File: config.mk
export PLATFORM = sky130hd
export DESIGN_NAME = stx_etx_checksum_framer_unit_flat
export DESIGN_NICKNAME = d
export VERILOG_FILES = /design/src/rtl/core/stxf_pkg.sv /design/src/rtl/core/stxf_req_if.sv /design/src/rtl/core/stxf_res_if.sv /design/src/rtl/core/stx_etx_checksum_framer_unit.sv /design/src/rtl/core/stxf_frame_engine.sv /design/src/rtl/core/stxf_run_serializer.sv /design/src/flat_wrapper.sv
export SDC_FILE = /design/constraint.sdc
export NUM_CORES = 1
export LEC_CHECK = 0
export ABC_AREA = 1
export BUFFER_PORTS_ARGS = -buffer_cell sky130_fd_sc_hd__buf_4
export CORE_UTILIZATION = 30
export DETAILED_ROUTE_END_ITERATION = 8
export HOLD_SLACK_MARGIN = 0.02
export PLACE_DENSITY_LB_ADDON = 0.15
export SYNTH_ARGS = -nofsm -noshare
export SYNTH_HDL_FRONTEND = slang
export SYNTH_SLANG_ARGS = --single-unit
File: constraint.sdc
create_clock -name i_clk -period 2.6 [get_ports i_clk]
set_clock_uncertainty 0.2 [all_clocks]
set_input_delay 0.52 -clock i_clk [delete_from_list [all_inputs] [get_ports i_clk]]
set_output_delay 0.52 -clock i_clk [all_outputs]
set_load 0.1 [all_outputs]
File: src/rtl/core/stxf_pkg.sv
`timescale 1ns / 1ps
// ----------------------------------------------------------------------------
// stxf_pkg
// Shared types and constants for the STX/ETX checksum framer.
// ----------------------------------------------------------------------------
package stxf_pkg;

    // Frame bytes
    localparam logic [7:0] STX_BYTE = 8'h02;
    localparam logic [7:0] ETX_BYTE = 8'h03;

    // Longest payload a header may announce
    localparam logic [7:0] MAX_PAYLOAD = 8'd31;

    // Longest run of bytes one request can produce
    localparam int RUN_MAX = 6;
    localparam int CNT_W   = $clog2(RUN_MAX + 1);
    localparam int IDX_W   = $clog2(RUN_MAX);

    // Request selector codes
    typedef enum logic [1:0] {
        REQ_HEADER = 2'd0,
        REQ_DATA   = 2'd1,
        REQ_SHORT  = 2'd2
    } t_req_type;

    // Result status codes
    typedef enum logic [1:0] {
        ST_OK            = 2'd0,
        ST_LEN_TOO_LARGE = 2'd1,
        ST_NO_FRAME      = 2'd2
    } t_status;

    // One captured request
    typedef struct packed {
        logic [1:0] req_type;
        logic [7:0] cmd;
        logic [7:0] payload_len;
        logic [7:0] data_a;
        logic [7:0] data_b;
    } t_req;

    // Run of result bytes built from one request
    typedef struct packed {
        logic [RUN_MAX-1:0][7:0] bytes;
        logic [CNT_W-1:0]        count;
        logic                    closes;   // last byte is the closing ETX
        t_status                 status;
    } t_run;

endpackage

File: src/rtl/core/stxf_req_if.sv
`timescale 1ns / 1ps
// ----------------------------------------------------------------------------
// stxf_req_if
// Request channel: valid/ready handshake with the request fields.
// ----------------------------------------------------------------------------
interface stxf_req_if;
    logic       valid;
    logic       ready;
    logic [1:0] req_type;
    logic [7:0] cmd;
    logic [7:0] payload_len;
    logic [7:0] data_a;
    logic [7:0] data_b;

    modport source (
        output valid, req_type, cmd, payload_len, data_a, data_b,
        input  ready
    );
    modport sink (
        input  valid, req_type, cmd, payload_len, data_a, data_b,
        output ready
    );
endinterface

File: src/rtl/core/stxf_res_if.sv
`timescale 1ns / 1ps
// ----------------------------------------------------------------------------
// stxf_res_if
// Result channel: valid/ready handshake with one frame byte and its flags.
// ----------------------------------------------------------------------------
interface stxf_res_if;
    logic       valid;
    logic       ready;
    logic [7:0] tx_byte;
    logic       last_of_run;
    logic       frame_done;
    logic [1:0] status;

    modport source (
        output valid, tx_byte, last_of_run, frame_done, status,
        input  ready
    );
    modport sink (
        input  valid, tx_byte, last_of_run, frame_done, status,
        output ready
    );
endinterface

File: src/rtl/core/stx_etx_checksum_framer_unit.sv
`timescale 1ns / 1ps
// First result byte of a request: valid once the request has passed the input
//   register and then the result register. Throughput: one result byte per cycle
//   while o_res.ready is high; 0 to 6 bytes per request, via the serializer's one port.
// A request that yields no bytes still passes through the input register.
// Reset (synchronous, active low) closes any frame, clears length and checksum
//   state, and empties the input and result registers.
// ----------------------------------------------------------------------------
// stx_etx_checksum_framer_unit
// Builds STX/length/cmd/data/checksum/ETX frames and short STX/cmd/data/data/checksum/ETX frames for a serial link.
// ----------------------------------------------------------------------------
module stx_etx_checksum_framer_unit (
    input  logic       i_clk,
    input  logic       i_rst_n,
    stxf_req_if.sink   i_req,
    stxf_res_if.source o_res
);

    logic           run_valid;
    logic           load;
    stxf_pkg::t_run run;

    // Request capture, frame state and run building
    stxf_frame_engine u_engine (
        .i_clk       (i_clk),
        .i_rst_n     (i_rst_n),
        .i_req       (i_req),
        .i_load      (load),
        .o_run_valid (run_valid),
        .o_run       (run)
    );

    // Byte-by-byte output of each run
    stxf_run_serializer u_serializer (
        .i_clk       (i_clk),
        .i_rst_n     (i_rst_n),
        .i_run_valid (run_valid),
        .i_run       (run),
        .o_load      (load),
        .o_res       (o_res)
    );

endmodule

File: src/rtl/core/stxf_frame_engine.sv
`timescale 1ns / 1ps
// ----------------------------------------------------------------------------
// stxf_frame_engine
// Input register plus frame state; builds the byte run for the held request.
// ----------------------------------------------------------------------------
module stxf_frame_engine (
    input  logic          i_clk,
    input  logic          i_rst_n,
    stxf_req_if.sink      i_req,
    input  logic          i_load,       // run taken by the serializer
    output logic          o_run_valid,
    output stxf_pkg::t_run o_run
);

    logic          r_in_valid;
    stxf_pkg::t_req r_in;

    logic       r_frame_open, n_frame_open;
    logic [7:0] r_bytes_left, n_bytes_left;
    logic [7:0] r_running_sum, n_running_sum;

    logic       in_xfer;
    logic [7:0] lenp1;
    logic [7:0] hdr_sum;
    logic [7:0] dat_sum;
    logic [7:0] left_dec;
    logic [7:0] short_sum;

    // Input register: refilled as soon as its request moves on
    assign i_req.ready = !r_in_valid || i_load;
    assign in_xfer     = i_req.valid && i_req.ready;

    always_ff @(posedge i_clk) begin
        if (!i_rst_n) begin
            r_in_valid <= 1'b0;
        end else if (in_xfer) begin
            r_in_valid <= 1'b1;
        end else if (i_load) begin
            r_in_valid <= 1'b0;
        end
    end

    always_ff @(posedge i_clk) begin
        if (in_xfer) begin
            r_in.req_type    <= i_req.req_type;
            r_in.cmd         <= i_req.cmd;
            r_in.payload_len <= i_req.payload_len;
            r_in.data_a      <= i_req.data_a;
            r_in.data_b      <= i_req.data_b;
        end
    end

    // Checksum arithmetic, all mod 256
    assign lenp1     = r_in.payload_len + 8'd1;
    assign hdr_sum   = stxf_pkg::STX_BYTE + lenp1 + r_in.cmd;
    assign dat_sum   = r_running_sum + r_in.data_a;
    assign left_dec  = r_bytes_left - 8'd1;
    assign short_sum = stxf_pkg::STX_BYTE + r_in.cmd + r_in.data_a + r_in.data_b;

    // Run and next frame state for the held request
    always_comb begin
        o_run         = '0;
        o_run.status  = stxf_pkg::ST_OK;
        n_frame_open  = r_frame_open;
        n_bytes_left  = r_bytes_left;
        n_running_sum = r_running_sum;
        unique case (stxf_pkg::t_req_type'(r_in.req_type))
            stxf_pkg::REQ_HEADER: begin
                if (r_in.payload_len > stxf_pkg::MAX_PAYLOAD) begin
                    o_run.count   = stxf_pkg::CNT_W'(1);
                    o_run.status  = stxf_pkg::ST_LEN_TOO_LARGE;
                    n_frame_open  = 1'b0;
                    n_bytes_left  = 8'd0;
                    n_running_sum = 8'd0;
                end else begin
                    o_run.bytes[0] = stxf_pkg::STX_BYTE;
                    o_run.bytes[1] = lenp1;
                    o_run.bytes[2] = r_in.cmd;
                    o_run.bytes[3] = hdr_sum;
                    o_run.bytes[4] = stxf_pkg::ETX_BYTE;
                    if (r_in.payload_len == 8'd0) begin
                        // empty payload closes the frame at once
                        o_run.count   = stxf_pkg::CNT_W'(5);
                        o_run.closes  = 1'b1;
                        n_frame_open  = 1'b0;
                        n_bytes_left  = 8'd0;
                        n_running_sum = 8'd0;
                    end else begin
                        o_run.count   = stxf_pkg::CNT_W'(3);
                        n_frame_open  = 1'b1;
                        n_bytes_left  = r_in.payload_len;
                        n_running_sum = hdr_sum;
                    end
                end
            end
            stxf_pkg::REQ_DATA: begin
                if (!r_frame_open) begin
                    o_run.count  = stxf_pkg::CNT_W'(1);
                    o_run.status = stxf_pkg::ST_NO_FRAME;
                end else begin
                    o_run.bytes[0] = r_in.data_a;
                    o_run.bytes[1] = dat_sum;
                    o_run.bytes[2] = stxf_pkg::ETX_BYTE;
                    if (left_dec == 8'd0) begin
                        // last payload byte: checksum and ETX follow
                        o_run.count   = stxf_pkg::CNT_W'(3);
                        o_run.closes  = 1'b1;
                        n_frame_open  = 1'b0;
                        n_bytes_left  = 8'd0;
                        n_running_sum = 8'd0;
                    end else begin
                        o_run.count   = stxf_pkg::CNT_W'(1);
                        n_bytes_left  = left_dec;
                        n_running_sum = dat_sum;
                    end
                end
            end
            stxf_pkg::REQ_SHORT: begin
                // self-contained frame, open frame state untouched
                o_run.bytes[0] = stxf_pkg::STX_BYTE;
                o_run.bytes[1] = r_in.cmd;
                o_run.bytes[2] = r_in.data_a;
                o_run.bytes[3] = r_in.data_b;
                o_run.bytes[4] = short_sum;
                o_run.bytes[5] = stxf_pkg::ETX_BYTE;
                o_run.count    = stxf_pkg::CNT_W'(6);
                o_run.closes   = 1'b1;
            end
            default: begin
                // unused selector: no bytes, no state change
            end
        endcase
    end

    assign o_run_valid = r_in_valid;

    // Frame state commits when the run is handed on
    always_ff @(posedge i_clk) begin
        if (!i_rst_n) begin
            r_frame_open  <= 1'b0;
            r_bytes_left  <= 8'd0;
            r_running_sum <= 8'd0;
        end else if (i_load) begin
            r_frame_open  <= n_frame_open;
            r_bytes_left  <= n_bytes_left;
            r_running_sum <= n_running_sum;
        end
    end

endmodule

File: src/rtl/core/stxf_run_serializer.sv
`timescale 1ns / 1ps
// ----------------------------------------------------------------------------
// stxf_run_serializer
// Result register: holds one byte run and sends it one byte per transfer.
// ----------------------------------------------------------------------------
module stxf_run_serializer (
    input  logic           i_clk,
    input  logic           i_rst_n,
    input  logic           i_run_valid,
    input  stxf_pkg::t_run i_run,
    output logic           o_load,
    stxf_res_if.source     o_res
);

    logic                     r_valid;
    stxf_pkg::t_run           r_run;
    logic [stxf_pkg::IDX_W-1:0] r_idx;

    logic last;
    logic take;
    logic can_load;

    assign last     = (stxf_pkg::CNT_W'(r_idx) == (r_run.count - stxf_pkg::CNT_W'(1)));
    assign take     = r_valid && o_res.ready;
    assign can_load = !r_valid || (take && last);
    assign o_load   = i_run_valid && can_load;

    // Run buffer and byte index
    always_ff @(posedge i_clk) begin
        if (!i_rst_n) begin
            r_valid <= 1'b0;
            r_idx   <= '0;
        end else if (o_load) begin
            r_valid <= (i_run.count != '0);
            r_idx   <= '0;
        end else if (take) begin
            r_valid <= !last;
            r_idx   <= r_idx + stxf_pkg::IDX_W'(1);
        end
    end

    always_ff @(posedge i_clk) begin
        if (o_load) begin
            r_run <= i_run;
        end
    end

    // Output byte and flags
    assign o_res.valid       = r_valid;
    assign o_res.tx_byte     = r_run.bytes[r_idx];
    assign o_res.last_of_run = last;
    assign o_res.frame_done  = last && r_run.closes;
    assign o_res.status      = r_run.status;

endmodule
File: src/flat_wrapper.sv
// flat-port wrapper written by rule: the top's interface ports become plain ports
module stx_etx_checksum_framer_unit_flat 
  (i_clk, i_rst_n, i_req_valid, i_req_req_type, i_req_cmd, i_req_payload_len, i_req_data_a, i_req_data_b, i_req_ready, o_res_valid, o_res_tx_byte, o_res_last_of_run, o_res_frame_done, o_res_status, o_res_ready);
  stxf_req_if i_req_i ();
  stxf_res_if o_res_i ();
  input  logic i_clk;
  input  logic i_rst_n;
  input wire logic [$bits(i_req_i.valid)-1:0] i_req_valid;
  input wire logic [$bits(i_req_i.req_type)-1:0] i_req_req_type;
  input wire logic [$bits(i_req_i.cmd)-1:0] i_req_cmd;
  input wire logic [$bits(i_req_i.payload_len)-1:0] i_req_payload_len;
  input wire logic [$bits(i_req_i.data_a)-1:0] i_req_data_a;
  input wire logic [$bits(i_req_i.data_b)-1:0] i_req_data_b;
  output wire logic [$bits(i_req_i.ready)-1:0] i_req_ready;
  output wire logic [$bits(o_res_i.valid)-1:0] o_res_valid;
  output wire logic [$bits(o_res_i.tx_byte)-1:0] o_res_tx_byte;
  output wire logic [$bits(o_res_i.last_of_run)-1:0] o_res_last_of_run;
  output wire logic [$bits(o_res_i.frame_done)-1:0] o_res_frame_done;
  output wire logic [$bits(o_res_i.status)-1:0] o_res_status;
  input wire logic [$bits(o_res_i.ready)-1:0] o_res_ready;
  assign i_req_i.valid = i_req_valid;
  assign i_req_i.req_type = i_req_req_type;
  assign i_req_i.cmd = i_req_cmd;
  assign i_req_i.payload_len = i_req_payload_len;
  assign i_req_i.data_a = i_req_data_a;
  assign i_req_i.data_b = i_req_data_b;
  assign i_req_ready = i_req_i.ready;
  assign o_res_valid = o_res_i.valid;
  assign o_res_tx_byte = o_res_i.tx_byte;
  assign o_res_last_of_run = o_res_i.last_of_run;
  assign o_res_frame_done = o_res_i.frame_done;
  assign o_res_status = o_res_i.status;
  assign o_res_i.ready = o_res_ready;
  stx_etx_checksum_framer_unit u_core (.i_clk(i_clk), .i_rst_n(i_rst_n), .i_req(i_req_i), .o_res(o_res_i));
endmodule
==> impl_metrics.json <==
{
  "syn_area_um2": 5950,
  "drive_gt1_share_pct": 29.6,
  "fin_crit_sh_pct": 103,
  "grt_pass1_vias": 4916,
  "fin_crit_ns": 2.67,
  "syn_to_final_growth_pct": 33.6,
  "mostFrequentLayoutCells": "149 x nand2_1, 113 x buf_4, 81 x edfxtp_1",
  "cap_violations": 0,
  "gr-total-overflow": 0,
  "gp_congestion": 0.863,
  "drt_iter0_drc": 254,
  "vias_per_cell": 4.68,
  "clk_path_buf_depth": 2,
  "vias": 4920,
  "holdCritPathClass": "primary input to register",
  "die_y_um": 143,
  "path_class": "register to register",
  "drt_pass1_iterations": 4,
  "initial_core_util_pct": 30.6,
  "endpoint_kind": "register",
  "synth_top_area_share_pct": 40.9,
  "ant_nets": 0,
  "tns_ns": -0.121,
  "utilization_pct": 40.9,
  "cts_buffers": 9,
  "fp.dieW_um": 143,
  "worstPathMaxFanout": 3,
  "worstRegToRegCells": 15,
  "ys_warn_count": 0,
  "antenna_found_initial": 0,
  "status": "finished with violations",
  "n_antenna_cell": 0,
  "cts.htree.levels": 3,
  "slew_headroom_pct": 69.9,
  "power_per_cell_area_nw_per_um2": 594,
  "endpoint": "u_core.u_serializer.r_run[37]",
  "grt_max_degree": 35,
  "core_um2": 19500,
  "synth_cell_types": 36,
  "r2r-end": "u_core.u_serializer.r_run[37]",
  "slew_viol_final": 0,
  "synthTopCellsByArea": "edfxtp_1 41%, nand2_1 9.8%, dfxtp_1 7.4%",
  "place_inst": 1027,
  "drt_wl_total_mm": 16.9,
  "cp_num_buf_inv": 6,
  "post-place-ws_ns": -0.307,
  "ys_ff_latch": 103,
  "min_from": "i_req_cmd[4]",
  "drc": 0,
  "yosysSeqAreaShare_pct": 48.3,
  "crit_path_start_kind": "register",
  "cts_tree": "done",
  "post_drt_wl_per_cell_um": 16.0,
  "worstSkewPairLatency_ns": 0.36,
  "whs_ns": 0.133,
  "required_ns": 2.51,
  "grt_usage_pct": 17.3,
  "postCtsHoldBufs": 0,
  "grt_pass1_wl_mm": 26.4,
  "timing.rr.start": "u_core.u_engine.r_in[17]",
  "synth_cells": 666,
  "port_buffers": 51,
  "static-leakage-power_uw": 0.00343,
  "nNetsFinal": 864,
  "timing.fmax_mhz": 374,
  "worst-path-stages": 15,
  "setup_ws_ns": -0.0706,
  "cp_top_family": "adder cells",
  "r2r_setup_slack_ns": -0.07,
  "yosysTopAreaCell": "edfxtp_1",
  "path_clk_slew_ns": 0.08,
  "hold_viol_final": 0,
  "rsz0062_at_grt": "true",
  "tightest_slew_ns": 0.450,
  "setup_violations": 4,
  "clock_sinks": 103,
  "num_rows": 51,
  "critPathMaxStageDelay_ns": 0.45,
  "violations": "negative setup slack",
  "path_cells": "buf_6, inv_4, ha_4, inv_4, ha_4, inv_4, ha_4, inv_2, fa_2, inv_2, nand4_1, nand3_2, nand3_2, nand3_2, nand2_1",
  "avgSynthCellArea_um2": 8.94,
  "fin_cells": 1052,
  "num_io_pins": 52,
  "syn_nets": 748,
  "layout_commonest_cell": "nand2_1",
  "die_area_um2": 20400,
  "ir_drop_uv": 339,
  "dp_hpwl_mm": 13.0,
  "root_buffer": "clkbuf_16",
  "crit_path_start": "u_core.u_engine.r_in[17]",
  "cp_slowest_cell": "edfxtp_1",
  "arrival_ns": 2.58
}
area by class of cell:
| cell class | count | area [um^2] |
|---|---|---|
| Inverter | 92 | 360 |
| Fill cell | 1928 | 11500 |
| Timing Repair Buffer | 125 | 1040 |
| Tap cell | 265 | 332 |
| Clock buffer | 9 | 225 |
| Sequential cell | 103 | 2880 |
| Clock inverter | 7 | 72.6 |
| Multi-Input combinational cell | 451 | 3060 |
through the flow:
| stage | total power, uW | instance area (um^2) |
|---|---|---|
| after floorplan | 2720 | 5980 |
| after global placement | 3160 | 7120 |
| after detailed placement | 3160 | 7120 |
| after CTS | 4630 | 7620 |
| after global routing | 4960 | 7960 |
| final | 4720 | 7960 |
cell usage after synthesis, drive strengths merged:
cell,count
xor2,9
nor2,48
nand3,49
nand2,155
buf,12
o221ai,1
xnor2,12
o22ai,4
o311ai,1
o211ai,3
dfxtp,22
clkbuf,8
o21ba,1
a32o,2
fa,9
ha,35
inv,92
edfxtp,81
nor4,1
a31o,6
or2,2
nand3b,4
a21oi,52
o21ai,32
a221oi,6
nand4,8
o21bai,1
nor3,5
a22oi,5
logic make-up after synthesis:
group / share of synthesized area [%]
AND/OR/NAND/NOR: 19.5
XOR/XNOR: 3.09
buffers and inverters: 7.63
adder cells (fa/ha/maj): 10.4
AO/OA/AOI/OAI: 11.2
flip-flops: 48.3
worst min path at each step:
stage	to	slack [ns]	cells past startpoint
floorplan	u_core.u_engine.r_bytes_left[6]	0.26	2
global placement	u_core.u_engine.r_bytes_left[6]	0.29	2
detailed placement	u_core.u_engine.r_bytes_left[2]	0.30	2
CTS	u_core.u_engine.r_in[28]	0.12	1
global route	u_core.u_engine.r_in[4]	0.12	1
finish	u_core.u_engine.r_in[28]	0.13	1
where the power goes:
group | internal (uW) | switching, uW
clock network | 749 | 646
registers | 1900 | 72.6
logic | 572 | 785
total | 3220 | 1500
worst reg2reg max path, stage by stage, from the launching register on:
cell	delay [ns]
edfxtp_1	0.45
buf_6	0.16
inv_4	0.06
ha_4	0.20
inv_4	0.06
ha_4	0.19
inv_4	0.06
ha_4	0.14
inv_2	0.04
fa_2	0.36
inv_2	0.06
nand4_1	0.12
nand3_2	0.11
nand3_2	0.09
nand3_2	0.09
nand2_1	0.05
metal layers:
layer  up-vias  track usage (%)  share of wire (%)
met4         0             6.62                1.8
met5         -                0                  0
met2       101             28.1                 47
met3        19             2.11                2.8
li1       2475                -                  -
met1      2325             23.5                 48
state kept, by name, summed over array words and instances (netlist names):
name	flops
u_core.u_serializer.o_res.status	2
u_core.u_engine.r_in	34
u_core.u_engine.o_run_valid	1
u_core.u_serializer.o_res.valid	1
u_core.u_engine.r_frame_open	1
u_core.u_engine.r_running_sum	8
u_core.u_serializer.r_run	45
u_core.u_engine.r_bytes_left	8
u_core.u_serializer.r_idx	3
repair_timing:
action,CTS,global route
setup endpoints to repair,19,19
gates resized for setup,35,67
buffers inserted,5,8
pin swaps,10,42
(Power assumes the default switching activity.)
